$ cat config.mk
export PLATFORM = sky130hd
export DESIGN_NAME = stack_machine_with_roll
export DESIGN_NICKNAME = d
export VERILOG_FILES = /design/src/smr_pkg.sv /design/src/smr_ram.sv /design/src/stack_machine_with_roll.sv
export VERILOG_INCLUDE_DIRS = /design/src /design/src/src
export SDC_FILE = /design/constraint.sdc
export NUM_CORES = 2
export LEC_CHECK = 0
export BUFFER_PORTS_ARGS = -buffer_cell sky130_fd_sc_hd__clkbuf_2
export CORE_ASPECT_RATIO = 1.2
export CORE_MARGIN = 5
export CORE_UTILIZATION = 33
export CTS_CLUSTER_SIZE = 25
export DETAILED_ROUTE_END_ITERATION = 10
export PLACE_DENSITY = 0.43
export SYNTH_ARGS = -nofsm -noshare
export SYNTH_HDL_FRONTEND = slang
export SYNTH_SLANG_ARGS = --single-unit
$ cat constraint.sdc
create_clock -name clk -period 5.85 [get_ports clk]
set_input_delay 0 -clock clk [delete_from_list [all_inputs] [get_ports clk]]
set_output_delay 0 -clock clk [all_outputs]
set_load 0.02 [all_outputs]
$ cat src/stack_machine_with_roll_defines.svh
// Assertion macros for the stack machine block.
// Expects clk and rst_n in the scope where a macro is used.
`ifndef STACK_MACHINE_WITH_ROLL_DEFINES_SVH
`define STACK_MACHINE_WITH_ROLL_DEFINES_SVH

// Same-cycle implication, disabled while reset is held.
`define SMR_ASSERT_IMP(label, ante, cons, msg) \
  label: assert property (@(posedge clk) disable iff (!rst_n) (ante) |-> (cons)) \
    else $error(msg);

// Next-cycle implication, disabled while reset is held.
`define SMR_ASSERT_NXT(label, ante, cons, msg) \
  label: assert property (@(posedge clk) disable iff (!rst_n) (ante) |=> (cons)) \
    else $error(msg);

`endif

$ cat src/smr_pkg.sv
// Shared types and constants for the stack machine: command and status codes,
// microcode word layout and the microcode ROM. No dependencies.
package smr_pkg;

  localparam logic [2:0] MODE_PUSH  = 3'd0;
  localparam logic [2:0] MODE_POP   = 3'd1;
  localparam logic [2:0] MODE_SWAP  = 3'd2;
  localparam logic [2:0] MODE_ADD   = 3'd3;
  localparam logic [2:0] MODE_ROLL  = 3'd4;
  localparam logic [2:0] MODE_PRINT = 3'd5;

  localparam logic [1:0] ST_ENTRY = 2'd0;
  localparam logic [1:0] ST_EMPTY = 2'd1;
  localparam logic [1:0] ST_OVF   = 2'd2;

  localparam int UPC_W = 5;
  typedef logic [UPC_W-1:0] upc_t;

  typedef enum logic [2:0] {
    C_NEVER, C_ALWAYS, C_FULL, C_EMPTY, C_LT2, C_ROLL_BAD, C_LC_GT1
  } cond_t;
  typedef enum logic {A_TOP, A_PTR} asel_t;
  typedef enum logic [1:0] {W_CNT, W_PTR, W_PTR1} wasel_t;
  typedef enum logic [1:0] {D_PUSH, D_RDATA, D_A, D_SUM} wdsel_t;
  typedef enum logic [1:0] {CNT_KEEP, CNT_INC, CNT_DEC} cnt_op_t;
  typedef enum logic [1:0] {PTR_KEEP, PTR_CNT1, PTR_CNT2, PTR_DEC} ptr_op_t;
  typedef enum logic [2:0] {LC_KEEP, LC_ONE, LC_T, LC_CNT, LC_DEC} lc_op_t;
  typedef enum logic [1:0] {E_NONE, E_ENTRY, E_EMPTY, E_OVF} emit_t;

  typedef struct packed {
    cond_t   cond;    // branch to tgt when true
    upc_t    tgt;
    logic    fin;     // end of command when not branching
    logic    rd;
    asel_t   asel;
    logic    wr;
    wasel_t  wasel;
    wdsel_t  wdsel;
    logic    load_a;
    cnt_op_t cnt_op;
    ptr_op_t ptr_op;
    lc_op_t  lc_op;
    emit_t   emit;
  } uword_t;

  // Microcode addresses
  localparam upc_t U_END       = 5'd0;
  localparam upc_t U_PUSH0     = 5'd1;
  localparam upc_t U_PUSH1     = 5'd2;
  localparam upc_t U_PUSH_OVF  = 5'd3;
  localparam upc_t U_POP0      = 5'd4;
  localparam upc_t U_POP1      = 5'd5;
  localparam upc_t U_SWAP0     = 5'd6;
  localparam upc_t U_SWAP1     = 5'd7;
  localparam upc_t U_SWAP2     = 5'd8;
  localparam upc_t U_ADD0      = 5'd9;
  localparam upc_t U_ADD1      = 5'd10;
  localparam upc_t U_ADD2      = 5'd11;
  localparam upc_t U_ADD3      = 5'd12;
  localparam upc_t U_ROLL0     = 5'd13;
  localparam upc_t U_ROLL1     = 5'd14;
  localparam upc_t U_ROLL2     = 5'd15;
  localparam upc_t U_ROLL3     = 5'd16;
  localparam upc_t U_ROLL4     = 5'd17;
  localparam upc_t U_PRINT0    = 5'd18;
  localparam upc_t U_PRINT1    = 5'd19;
  localparam upc_t U_PRINT2    = 5'd20;
  localparam upc_t U_SINK1     = 5'd21;
  localparam upc_t U_SINK2     = 5'd22;
  localparam upc_t U_PRINT_NIL = 5'd23;
  localparam upc_t U_SINK0     = 5'd24;

  localparam uword_t UW_NOP = '{
    cond: C_NEVER, tgt: U_END, fin: 1'b0, rd: 1'b0, asel: A_TOP, wr: 1'b0,
    wasel: W_CNT, wdsel: D_PUSH, load_a: 1'b0, cnt_op: CNT_KEEP,
    ptr_op: PTR_KEEP, lc_op: LC_KEEP, emit: E_NONE
  };

  function automatic upc_t mode_entry(logic [2:0] mode);
    upc_t e;
    case (mode)
      MODE_PUSH:  e = U_PUSH0;
      MODE_POP:   e = U_POP0;
      MODE_SWAP:  e = U_SWAP0;
      MODE_ADD:   e = U_ADD0;
      MODE_ROLL:  e = U_ROLL0;
      MODE_PRINT: e = U_PRINT0;
      default:    e = U_END;
    endcase
    return e;
  endfunction

  function automatic uword_t uw_rom(upc_t a);
    uword_t w;
    w = UW_NOP;
    case (a)
      U_END: begin
        w.fin = 1'b1;
      end
      U_PUSH0: begin
        w.cond = C_FULL; w.tgt = U_PUSH_OVF;
      end
      U_PUSH1: begin
        w.wr = 1'b1; w.wasel = W_CNT; w.wdsel = D_PUSH;
        w.cnt_op = CNT_INC; w.fin = 1'b1;
      end
      U_PUSH_OVF: begin
        w.emit = E_OVF; w.fin = 1'b1;
      end
      U_POP0: begin
        w.cond = C_EMPTY; w.tgt = U_END;
      end
      U_POP1: begin
        w.cnt_op = CNT_DEC; w.fin = 1'b1;
      end
      U_SWAP0: begin
        w.cond = C_LT2; w.tgt = U_END;
      end
      U_SWAP1: begin
        w.rd = 1'b1; w.asel = A_TOP; w.ptr_op = PTR_CNT2; w.lc_op = LC_ONE;
      end
      U_SWAP2: begin
        w.load_a = 1'b1; w.rd = 1'b1; w.asel = A_PTR;
        w.cond = C_ALWAYS; w.tgt = U_SINK1;
      end
      U_ADD0: begin
        w.cond = C_LT2; w.tgt = U_END;
      end
      U_ADD1: begin
        w.rd = 1'b1; w.asel = A_TOP; w.ptr_op = PTR_CNT2;
      end
      U_ADD2: begin
        w.load_a = 1'b1; w.rd = 1'b1; w.asel = A_PTR;
      end
      U_ADD3: begin
        w.wr = 1'b1; w.wasel = W_PTR; w.wdsel = D_SUM;
        w.cnt_op = CNT_DEC; w.fin = 1'b1;
      end
      U_ROLL0: begin
        w.cond = C_EMPTY; w.tgt = U_END;
      end
      U_ROLL1: begin
        w.rd = 1'b1; w.asel = A_TOP; w.cnt_op = CNT_DEC;
      end
      U_ROLL2: begin
        w.cond = C_ROLL_BAD; w.tgt = U_END;
        w.lc_op = LC_T; w.ptr_op = PTR_CNT2;
      end
      U_ROLL3: begin
        w.rd = 1'b1; w.asel = A_TOP;
      end
      U_ROLL4: begin
        w.load_a = 1'b1; w.rd = 1'b1; w.asel = A_PTR;
        w.cond = C_ALWAYS; w.tgt = U_SINK1;
      end
      U_PRINT0: begin
        w.cond = C_EMPTY; w.tgt = U_PRINT_NIL;
        w.ptr_op = PTR_CNT1; w.lc_op = LC_CNT;
      end
      U_PRINT1: begin
        w.rd = 1'b1; w.asel = A_PTR;
      end
      U_PRINT2: begin
        w.emit = E_ENTRY; w.ptr_op = PTR_DEC; w.lc_op = LC_DEC;
        w.cond = C_LC_GT1; w.tgt = U_PRINT1; w.fin = 1'b1;
      end
      U_SINK1: begin
        w.wr = 1'b1; w.wasel = W_PTR1; w.wdsel = D_RDATA;
        w.ptr_op = PTR_DEC; w.lc_op = LC_DEC;
        w.cond = C_LC_GT1; w.tgt = U_SINK0;
      end
      U_SINK2: begin
        w.wr = 1'b1; w.wasel = W_PTR1; w.wdsel = D_A; w.fin = 1'b1;
      end
      U_PRINT_NIL: begin
        w.emit = E_EMPTY; w.fin = 1'b1;
      end
      U_SINK0: begin
        w.rd = 1'b1; w.asel = A_PTR; w.cond = C_ALWAYS; w.tgt = U_SINK1;
      end
      default: begin
        w.fin = 1'b1;
      end
    endcase
    return w;
  endfunction

endpackage

$ cat src/smr_ram.sv
// Generic single-port-write, single-port-read RAM with registered read data.
// No dependencies.
module smr_ram #(
  parameter int WIDTH = 32,
  parameter int DEPTH = 32
) (
  input  logic                     clk,
  input  logic                     we,
  input  logic [$clog2(DEPTH)-1:0] waddr,
  input  logic [WIDTH-1:0]         wdata,
  input  logic                     re,
  input  logic [$clog2(DEPTH)-1:0] raddr,
  output logic [WIDTH-1:0]         rdata
);

  logic [WIDTH-1:0] mem [DEPTH];
  logic [WIDTH-1:0] rdata_r;

  always_ff @(posedge clk) begin
    if (we) begin
      mem[waddr] <= wdata;
    end
    if (re) begin
      rdata_r <= mem[raddr];
    end
  end

  assign rdata = rdata_r;

endmodule

$ cat src/stack_machine_with_roll.sv
// Stack machine with roll: top level. A bounded stack of 32-bit words driven
// by a microcoded sequencer. Uses smr_pkg, smr_ram and the assertion macros.
//
// - Input channel (in_valid/in_ready) takes one command item: in_mode
//   (push, pop, swap, add, roll, print) and in_push_value for push.
// - Output channel (out_valid/out_ready): a print emits every entry top to
//   bottom with out_last on the final one; a print of an empty stack and a
//   push onto a full stack each emit one status item. Others emit nothing.
// - One command at a time; in_ready is high whenever the sequencer is idle,
//   even while a result still sits in the output register.
// - Per command: a roll pops t (the popped depth) and moves entries when t is
//   valid, else it only pops; unused modes do nothing; a command that finds
//   too few entries ends without further steps. Per moved or printed entry:
//   one RAM read (registered data), then one write or emit.
// - The first print result passes the PRINT0 check and the PRINT1 RAM read
//   before the PRINT2 step emits it into the output register.
// - A stalled receiver holds the sequencer at its emit step; nothing is lost
//   or repeated, and the command resumes when out_ready returns.
// - Reset empties the stack (count to zero) and drops any pending result;
//   the stack RAM itself is not cleared.
`include "stack_machine_with_roll_defines.svh"

module stack_machine_with_roll #(
  parameter int STACK_DEPTH = 32
) (
  input  logic               clk,
  input  logic               rst_n,
  input  logic               in_valid,
  output logic               in_ready,
  input  logic [2:0]         in_mode,
  input  logic [29:0]        in_push_value,
  output logic               out_valid,
  input  logic               out_ready,
  output logic signed [31:0] out_stack_value,
  output logic [1:0]         out_status,
  output logic               out_last
);

  localparam int CW = $clog2(STACK_DEPTH + 1);  // entry count width
  localparam int AW = $clog2(STACK_DEPTH);      // stack address width

  typedef enum logic {S_IDLE, S_RUN} state_t;

  state_t              state_r, state_nxt;
  smr_pkg::upc_t       pc_r, pc_nxt;
  logic [CW-1:0]       cnt_r, cnt_nxt;
  logic [CW-1:0]       lc_r, lc_nxt;       // remaining loop passes
  logic [AW-1:0]       ptr_r, ptr_nxt;
  logic [31:0]         a_r, a_nxt;         // saved top / first operand
  logic [29:0]         pv_r, pv_nxt;
  logic                out_valid_r, out_valid_nxt;
  logic [31:0]         out_value_r, out_value_nxt;
  logic [1:0]          out_status_r, out_status_nxt;
  logic                out_last_r, out_last_nxt;

  smr_pkg::uword_t     uw;
  logic                cond_true;
  logic                emit_stall;
  logic                go;
  logic [AW-1:0]       top_addr, cnt1_addr, cnt2_addr;
  logic [31:0]         rdata;
  logic [31:0]         sum_w;
  logic [31:0]         t_m1;
  logic                roll_bad;

  logic                ram_we, ram_re;
  logic [AW-1:0]       ram_waddr, ram_raddr;
  logic [31:0]         ram_wdata;

  assign uw        = smr_pkg::uw_rom(pc_r);
  assign top_addr  = AW'(cnt_r - CW'(1));
  assign cnt1_addr = top_addr;
  assign cnt2_addr = AW'(cnt_r - CW'(2));
  assign sum_w     = a_r + rdata;
  assign t_m1      = rdata - 32'd1;

  // Roll target is valid only for 2 <= t <= remaining count, t non-negative
  assign roll_bad = rdata[31] || (rdata < 32'd2) || (rdata > 32'(cnt_r));

  always_comb begin
    case (uw.cond)
      smr_pkg::C_NEVER:    cond_true = 1'b0;
      smr_pkg::C_ALWAYS:   cond_true = 1'b1;
      smr_pkg::C_FULL:     cond_true = (cnt_r >= CW'(STACK_DEPTH));
      smr_pkg::C_EMPTY:    cond_true = (cnt_r == '0);
      smr_pkg::C_LT2:      cond_true = (cnt_r < CW'(2));
      smr_pkg::C_ROLL_BAD: cond_true = roll_bad;
      smr_pkg::C_LC_GT1:   cond_true = (lc_r != CW'(1));
      default:             cond_true = 1'b0;
    endcase
  end

  // An emit step waits until the output register is free or being drained
  assign emit_stall = (uw.emit != smr_pkg::E_NONE) && out_valid_r && !out_ready;
  assign go         = (state_r == S_RUN) && !emit_stall;

  assign ram_re    = go && uw.rd;
  assign ram_raddr = (uw.asel == smr_pkg::A_TOP) ? top_addr : ptr_r;
  assign ram_we    = go && uw.wr;

  always_comb begin
    case (uw.wasel)
      smr_pkg::W_CNT:  ram_waddr = AW'(cnt_r);
      smr_pkg::W_PTR:  ram_waddr = ptr_r;
      smr_pkg::W_PTR1: ram_waddr = ptr_r + AW'(1);
      default:         ram_waddr = ptr_r;
    endcase
    case (uw.wdsel)
      smr_pkg::D_PUSH:  ram_wdata = {2'b00, pv_r};
      smr_pkg::D_RDATA: ram_wdata = rdata;
      smr_pkg::D_A:     ram_wdata = a_r;
      smr_pkg::D_SUM:   ram_wdata = sum_w;
      default:          ram_wdata = rdata;
    endcase
  end

  smr_ram #(
    .WIDTH (32),
    .DEPTH (STACK_DEPTH)
  ) u_stack_ram (
    .clk   (clk),
    .we    (ram_we),
    .waddr (ram_waddr),
    .wdata (ram_wdata),
    .re    (ram_re),
    .raddr (ram_raddr),
    .rdata (rdata)
  );

  // Sequencer and datapath next state
  always_comb begin
    state_nxt      = state_r;
    pc_nxt         = pc_r;
    cnt_nxt        = cnt_r;
    lc_nxt         = lc_r;
    ptr_nxt        = ptr_r;
    a_nxt          = a_r;
    pv_nxt         = pv_r;
    out_valid_nxt  = out_valid_r && !out_ready;
    out_value_nxt  = out_value_r;
    out_status_nxt = out_status_r;
    out_last_nxt   = out_last_r;

    if (state_r == S_IDLE) begin
      if (in_valid) begin
        state_nxt = S_RUN;
        pc_nxt    = smr_pkg::mode_entry(in_mode);
        pv_nxt    = in_push_value;
      end
    end else if (go) begin
      // step sequencing
      if (cond_true) begin
        pc_nxt = uw.tgt;
      end else if (uw.fin) begin
        state_nxt = S_IDLE;
      end else begin
        pc_nxt = pc_r + smr_pkg::upc_t'(1);
      end

      if (uw.load_a) begin
        a_nxt = rdata;
      end

      case (uw.cnt_op)
        smr_pkg::CNT_INC: cnt_nxt = cnt_r + CW'(1);
        smr_pkg::CNT_DEC: cnt_nxt = cnt_r - CW'(1);
        default:          cnt_nxt = cnt_r;
      endcase

      case (uw.ptr_op)
        smr_pkg::PTR_CNT1: ptr_nxt = cnt1_addr;
        smr_pkg::PTR_CNT2: ptr_nxt = cnt2_addr;
        smr_pkg::PTR_DEC:  ptr_nxt = ptr_r - AW'(1);
        default:           ptr_nxt = ptr_r;
      endcase

      case (uw.lc_op)
        smr_pkg::LC_ONE: lc_nxt = CW'(1);
        smr_pkg::LC_T:   lc_nxt = t_m1[CW-1:0];
        smr_pkg::LC_CNT: lc_nxt = cnt_r;
        smr_pkg::LC_DEC: lc_nxt = lc_r - CW'(1);
        default:         lc_nxt = lc_r;
      endcase

      case (uw.emit)
        smr_pkg::E_ENTRY: begin
          out_valid_nxt  = 1'b1;
          out_value_nxt  = rdata;
          out_status_nxt = smr_pkg::ST_ENTRY;
          out_last_nxt   = (lc_r == CW'(1));
        end
        smr_pkg::E_EMPTY: begin
          out_valid_nxt  = 1'b1;
          out_value_nxt  = '0;
          out_status_nxt = smr_pkg::ST_EMPTY;
          out_last_nxt   = 1'b1;
        end
        smr_pkg::E_OVF: begin
          out_valid_nxt  = 1'b1;
          out_value_nxt  = '0;
          out_status_nxt = smr_pkg::ST_OVF;
          out_last_nxt   = 1'b1;
        end
        default: begin
          out_valid_nxt = out_valid_r && !out_ready;
        end
      endcase
    end
  end

  always_ff @(posedge clk) begin
    if (!rst_n) begin
      state_r     <= S_IDLE;
      cnt_r       <= '0;
      out_valid_r <= 1'b0;
    end else begin
      state_r     <= state_nxt;
      cnt_r       <= cnt_nxt;
      out_valid_r <= out_valid_nxt;
    end
    pc_r         <= pc_nxt;
    lc_r         <= lc_nxt;
    ptr_r        <= ptr_nxt;
    a_r          <= a_nxt;
    pv_r         <= pv_nxt;
    out_value_r  <= out_value_nxt;
    out_status_r <= out_status_nxt;
    out_last_r   <= out_last_nxt;
  end

  assign in_ready        = (state_r == S_IDLE);
  assign out_valid       = out_valid_r;
  assign out_stack_value = out_value_r;
  assign out_status      = out_status_r;
  assign out_last        = out_last_r;

  `SMR_ASSERT_IMP(a_cnt_bound, 1'b1, cnt_r <= CW'(STACK_DEPTH), "entry count above depth")
  `SMR_ASSERT_NXT(a_idle_cnt, state_r == S_IDLE, $stable(cnt_r), "count moved while idle")
  `SMR_ASSERT_IMP(a_emit_run, $rose(out_valid_r), $past(state_r == S_RUN), "result outside run")
  `SMR_ASSERT_IMP(a_waddr_rng, ram_we, {1'b0, ram_waddr} < (AW+1)'(STACK_DEPTH), "bad write address")

endmodule
Word-level counts from Yosys, hierarchy flattened
Memory sizes are Yosys's and may differ from the RTL's. A register that Yosys moved wholly into a read port is not among the register bits.
Cells that the tools add are included.
{"block": "word_totals", "reg_bits": 121, "latch_bits": 0, "ram_bits": 1024, "romBits": 0, "in_bits": 37, "output_inout_bits": 37, "wordCells": 156, "mem_count": 1}
{"block": "classes", "n_addsub": 9, "multipliers": 0, "n_div": 0, "n_lt_le_gt_ge": 4, "eq_ne": 55, "n_shift": 0, "n_mux": 34, "bitwise_logic": 1, "reduce_logical": 41}
{"memory": "u_stack_ram.mem", "depth": 32, "width": 32, "rd": 1, "rd_clocked_by_memory_dff": 1, "wr": 1, "line": "smr_ram.sv:16", "source": "logic [WIDTH-1:0] mem [DEPTH];"}
{"operator": "one-hot mux 32 bit (4 select lines)", "count": 1}
{"operator": "one-hot mux 32 bit (2 select lines)", "count": 1}
{"operator": "one-hot mux 8 bit (8 select lines)", "count": 1}
{"operator": "== test 5 bit (second input constant)", "count": 9}
{"operator": "== test 5 x 4 -> 1 bit (second input constant)", "count": 8}
{"operator": "adder 32 bit", "count": 1}
{"operator": "> comparator 32 x 6 -> 1 bit", "count": 1}
{"operator": "< comparator 32 x 2 -> 1 bit (second input constant)", "count": 1}
{"operator": "2-to-1 mux 5 bit", "count": 6}
{"operator": "one-hot mux 5 bit (6 select lines)", "count": 1}
{"operator": "one-hot mux 6 bit (4 select lines)", "count": 1}
{"operator": "AND reduction 3 bit", "count": 7}
{"operator": "== test 5 x 3 -> 1 bit (second input constant)", "count": 4}
{"operator": "one-hot mux 5 bit (4 select lines)", "count": 1}
{"operator": "== test 3 x 2 -> 1 bit (second input constant)", "count": 6}
{"operator": "== test 3 bit (second input constant)", "count": 6}
{"operator": "one-hot mux 2 bit (3 select lines)", "count": 3}
{"operator": "subtractor 6 x 1 -> 6 bit (second input constant)", "count": 3}
{"operator": "OR reduction 17 bit", "count": 1}
{"operator": "== test 2 bit (second input constant)", "count": 8}
{"operator": "one-hot mux 5 bit (3 select lines)", "count": 1}
{"operator": "OR reduction 3 bit", "count": 5}
{"operator": "one-hot mux 3 bit (4 select lines)", "count": 1}
{"operator": "one-hot mux 6 bit (2 select lines)", "count": 1}
{"operator": "other kinds (33)", "count": 66}

Depth between registers and ports, before layout
{"block": "logic_depth", "depth_word": 10, "mapped_depth": 14, "mapped_depth_nobuf": 10}

Modules after synthesis
A second synthesis with hierarchy kept.
{"block": "hier_totals", "hier_cells": 3155, "area_unflattened_um2": 49159.6}
{"module": "smr_ram", "n_inst": 1, "cells_each": 2260, "area_each_um2": 40811.6, "seq_area_each_um2": 31710.4}
{"module": "stack_machine_with_roll", "n_inst": 1, "cells_each": 895, "area_each_um2": 8348.0, "seq_area_each_um2": 3553.4}

Worst setup path after synthesis
No wires, ideal clock.
{"block": "synth_timing", "path_type": "reg2reg", "from": "register pc_r[0]", "to": "memory u_stack_ram.mem[0][30] (data pin)", "setup_time_ps": 615, "arrival_ps": 4064, "required_time_ps": 5235, "slack_ps": 1170, "path_stages_with_launch": 9, "n_path_buf": 1, "period_less_slack_ps": 4680, "cell_sequence": "edfxtp_1 > inv_1 > ha_1 > clkbuf_1 > and3b_1 > o21ai_0 > a21o_1 > or3_1 > o311ai_0"}
{"block": "synth_between", "elab_chain_len": 4, "word_cells_on_any_way": 10, "classes_between": "eq/ne (7); mux (2); reduce/logical (1)"}
{"element": "from (decl)", "line": "stack_machine_with_roll.sv:45", "source": "smr_pkg::upc_t pc_r, pc_nxt;"}
{"element": "from (signal assigned)", "line": "stack_machine_with_roll.sv:221", "source": "pc_r <= pc_nxt;"}
{"element": "== test 5 bit, or another cell as far along", "line": "smr_pkg.sv:96", "source": "case (a)"}
{"element": "one-hot mux 5 bit (4 select lines) *", "line": "smr_pkg.sv:96"}
{"element": "== test 2 bit, or another cell as far along", "line": "stack_machine_with_roll.sv:108", "source": "case (uw.wdsel)"}
{"element": "one-hot mux 32 bit (4 select lines) *", "line": "stack_machine_with_roll.sv:108"}
{"element": "named net ram_wdata[30]", "line": "stack_machine_with_roll.sv:68", "source": "logic [31:0] ram_wdata;"}
{"element": "to (decl)", "line": "smr_ram.sv:16"}
The timed path passes the listed nets; every way through them passes the cells marked *.

Final worst setup path
{"block": "layout_timing", "from": "register pc_r[4]", "to": "memory u_stack_ram.mem[13][27], enable pin"}
{"block": "layout_between", "elab_chain_len": 10, "word_cells_on_any_way": 20, "classes_between": "eq/ne (8); mux (5); reduce/logical (7)"}
{"element": "== test 5 bit / == test 5 x 2 -> 1 bit (equally long branches)", "line": "smr_pkg.sv:96"}
{"element": "one-hot mux 2 bit (3 select lines)", "line": "smr_pkg.sv:96"}
{"element": "nonzero test 2 bit", "line": "stack_machine_with_roll.sv:94", "source": "assign emit_stall = (uw.emit != smr_pkg::E_NONE) && out_valid_r && !out_ready;"}
{"element": "logical AND 1 bit (2 in a row)", "line": "stack_machine_with_roll.sv:94"}
{"element": "zero test 1 bit", "line": "stack_machine_with_roll.sv:95", "source": "assign go = (state_r == S_RUN) && !emit_stall;"}
{"element": "logical AND 1 bit", "line": "stack_machine_with_roll.sv:95"}
{"element": "logical AND 1 bit", "line": "stack_machine_with_roll.sv:99", "source": "assign ram_we = go && uw.wr;"}
{"element": "2-to-1 mux 1 bit", "line": "smr_ram.sv:20", "source": "if (we) begin"}
{"element": "2-to-1 mux 1 bit (implied by the code)", "line": "smr_ram.sv:21", "source": "mem[waddr] <= wdata;"}
Parallel ways exist; a longest one is shown, timed or not.

==> results.json <==
{
  "syn_area_mm2": 0.0487,
  "maxSlewViolCount": 0,
  "ir_worst_vdd_mv": 0.696,
  "drtAntennaViolNets": 0,
  "nFillCells": 13705,
  "async_flop_share_pct": 0,
  "yosysUniqueCellTypes": 82,
  "die-area_mm2": 0.156,
  "final_cell_area_mm2": 0.0570,
  "vias": 29105,
  "synth_ff_type": "edfxtp_1",
  "maxCapViolations": 0,
  "arrival_ns": 5.12,
  "first_iter_violations": 2073,
  "tightest_slew_ns": 1.27,
  "rsz0062_at_grt": "false",
  "layout-drive-gt1-share_pct": 13.5,
  "avgSynthCellArea_um2": 15.1,
  "synthCells": 3237,
  "fp.dieW_um": 361,
  "num_io_pins": 74,
  "cts_tree": "built",
  "period_share_pct": 81.2,
  "power_leakage_nw": 20.1,
  "skew_ns": 0.0322,
  "drt_drc_violations_left": 0,
  "critical_path_required_ns": 6.22,
  "slowest_stage": "edfxtp_1",
  "syn2layout_area_growth_pct": 16.9,
  "hold_viol_final": 0,
  "synth_edf_count": 1169,
  "reg2reg_slack_ns": 1.10,
  "die_y_um": 431,
  "rows": 154,
  "yosys_register_bits": 1177,
  "finalNetCount": 3529,
  "grt_max_degree": 97,
  "endpoint_kind": "register",
  "fin_crit_ns": 4.75,
  "clock_sink_count": 1177,
  "ys.warnings.count": 0,
  "max_stage_delay_ns": 0.80,
  "hpwl_um": 88300,
  "port_buffers": 73,
  "antenna_found_initial": 2,
  "insertion_delay_ns": 0.75,
  "wl_um": 146000,
  "status": "completed",
  "ctsRootBufferMaster": "clkbuf_16",
  "grt_pass1_vias": 29859,
  "cts_htree_levels": 3,
  "grt_usage_pct": 18.3,
  "globalplace.congestion": 0.832,
  "grt-ovfl-total": 0,
  "slew_headroom_pct": 15.1,
  "cts_made_buffers": 119,
  "synthesis.nets": 3328,
  "start_kind": "register",
  "drt-pass1-iter-count": 7,
  "path_buf_inv": 2,
  "ys_seq_area_share_pct": 72.3,
  "setup_viol": 0,
  "placedCellCount": 5195,
  "core_mm2": 0.147,
  "wire_per_inst_um": 26.6,
  "setup_tns_ns": 0,
  "crit_chain": "clkinv_1 > nor3_1 > o21a_1 > a21oi_1 > nor2_1 > nand3b_1 > nor2_4 > buf_4",
  "worst_setup_hold_path_clk_slew_ns": 0.06,
  "detailed_place.area_mm2": 0.0524,
  "initial_core_util_pct": 33.2,
  "path_class": "register to register",
  "viasPerCell": 5.30,
  "path_max_fanout": 21,
  "grt_pass1_wl_um": 211000,
  "cts_buffer_depth": 3,
  "stdcell_count": 5496,
  "p_per_area_mw_per_mm2": 529,
  "max_freq_mhz": 211,
  "min_path_type": "primary input to register",
  "worst_path_dominant_cell_family": "simple AND/OR/NAND/NOR gates"
}
[registers in the layout (all words and copies together) (netlist names)]
signal and count:
u_stack_ram.mem 1024, cnt_r 6, pv_r 30, a_r 32, state_r 1, out_valid 1, u_stack_ram.rdata 32, lc_r 6
out_status 2, out_stack_value 32, ptr_r 5, out_last 1, pc_r 5
[worst register-to-register path: cells and delay by family, from the launching register on]
family | cells | cell delay (ns)
flops | 1 | 0.80
simple gates | 4 | 2.05
compound gates | 2 | 0.51
buf+inv | 2 | 0.99
[cells in the mapped netlist (4+ instances only)]
master	instances	area (um^2)
and4_1	4	35.0
buf_4	17	128
buf_2	42	210
nor3_1	64	320
nand2b_1	6	37.5
and2_1	38	238
nand3_1	20	100
a22oi_1	37	278
o21ai_1	13	65.1
nor3b_1	4	30.0
buf_6	19	214
nand3b_1	5	37.5
mux2i_1	354	3540
a32oi_1	96	841
o21ai_0	130	651
o211ai_1	7	52.6
and3_1	10	62.6
xor2_1	16	140
a211oi_1	8	60.1
and3b_1	4	35.0
a21o_1	23	173
xnor2_1	32	280
nand4_1	44	275
o21bai_1	5	37.5
edfxtp_1	1169	35100
buf_1	4	15.0
mux2_2	4	45.0
inv_1	23	86.3
clkbuf_1	101	379
nor2b_1	14	87.6
o22ai_1	12	75.1
a31oi_1	31	194
nor4_1	9	56.3
a21oi_1	186	931
a211o_1	4	35.0
o221ai_1	65	569
nand2_1	364	1370
dfxtp_1	8	160
nor2_1	110	413
ha_1	53	663
or3_1	9	56.3
o21a_1	14	105
[area by class of cell]
cell class	count	area [um^2]	area share, %
clock inverters	90	855	1.50
multi-input cells	1850	13100	22.9
diodes	3	7.51	0.0132
flip-flops and latches	1177	35300	61.9
well taps	1950	2440	4.28
clock buffers	136	3040	5.34
repair buffers	264	2220	3.90
inverters	26	97.6	0.171
[cell families (layout without fill, tap and decap cells)]
group	count (synthesis)	in the layout	synth area share, %
DFF	1177	1177	72.3
xor gates and xnor gates	48	48	0.862
and+or+nand+nor	718	718	6.70
muxes	361	361	7.46
buffers and inverters	210	516	2.16
other	0	3	0
adders and majority gates	54	54	1.40
AOI/OAI and AO/OA	669	669	9.08
[where the power goes]
part           internal, mW  leakage, nW  switching (mW)
sequential             10.7         10.6           0.343
clock                  4.29         1.92            3.35
combinational          3.46         7.64            7.97
total                  18.5         20.1            11.7
[cells in the final DEF (no fill, tap or decap), drive strengths merged, types with 5 or more instances in the layout]
cell	instances
a211oi	8
inv	28
ha	53
and2	39
or3	9
nand3b	5
dlygate4sd3	71
o21bai	5
dfxtp	8
o21a	14
nand2b	6
buf	120
nor3	64
nor2b	14
edfxtp	1169
clkbuf	209
nor2	110
mux2	6
o22ai	12
and3	10
nand2	364
a32oi	96
xor2	16
o21ai	144
a21o	23
nor3b	5
nand3	20
mux2i	355
o211ai	7
bufinv	12
xnor2	32
nand4	44
a21oi	187
o221ai	65
a31oi	31
nor4	9
clkinv	72
a22oi	37
[what timing repair did]
| item | 4_1_cts | 5_1_grt |
|---|---|---|
| gates resized for setup | 0 | 0 |
| buffers inserted | 0 | 0 |
| endpoints found under the hold margin | 73 | 0 |
| hold buffers | 71 | 0 |
| endpoints found under the setup margin | 0 | 0 |
[per-layer routing]
metal  vias up  track usage (%)  part of all wire (%)
li1      13077                -                     -
met1     15108             23.6                    43
met2       744             32.6                    51
met3       176             2.31                   4.0
met4         0             4.93                   2.2
met5         -                0                     0
[final timing paths]
path,depth (start not counted),to,start
max,8,u_stack_ram.mem[13][27],pc_r[4]
min,2,pv_r[16],in_push_value[16]
max reg2reg,8,u_stack_ram.mem[13][27],pc_r[4]
min reg2reg,2,cnt_r[5],cnt_r[5]
[per-stage QoR]
stage / hold WS [ns] / setup slack, ns / power (mW) / utilization, %
4_1_cts: 0.0420 / 1.13 / 30.4 / 38.8
3_3_place_gp: 0.180 / 1.34 / 22.6 / 35.7
3_5_place_dp: 0.179 / 1.20 / 22.7 / 35.7
5_1_grt: 0.0545 / 0.796 / 31.5 / 38.8
6_report: 0.0946 / 1.10 / 30.2 / 38.8
2_1_floorplan: 0.0989 / 1.17 / 18.1 / -
(Power assumes the default switching activity.)
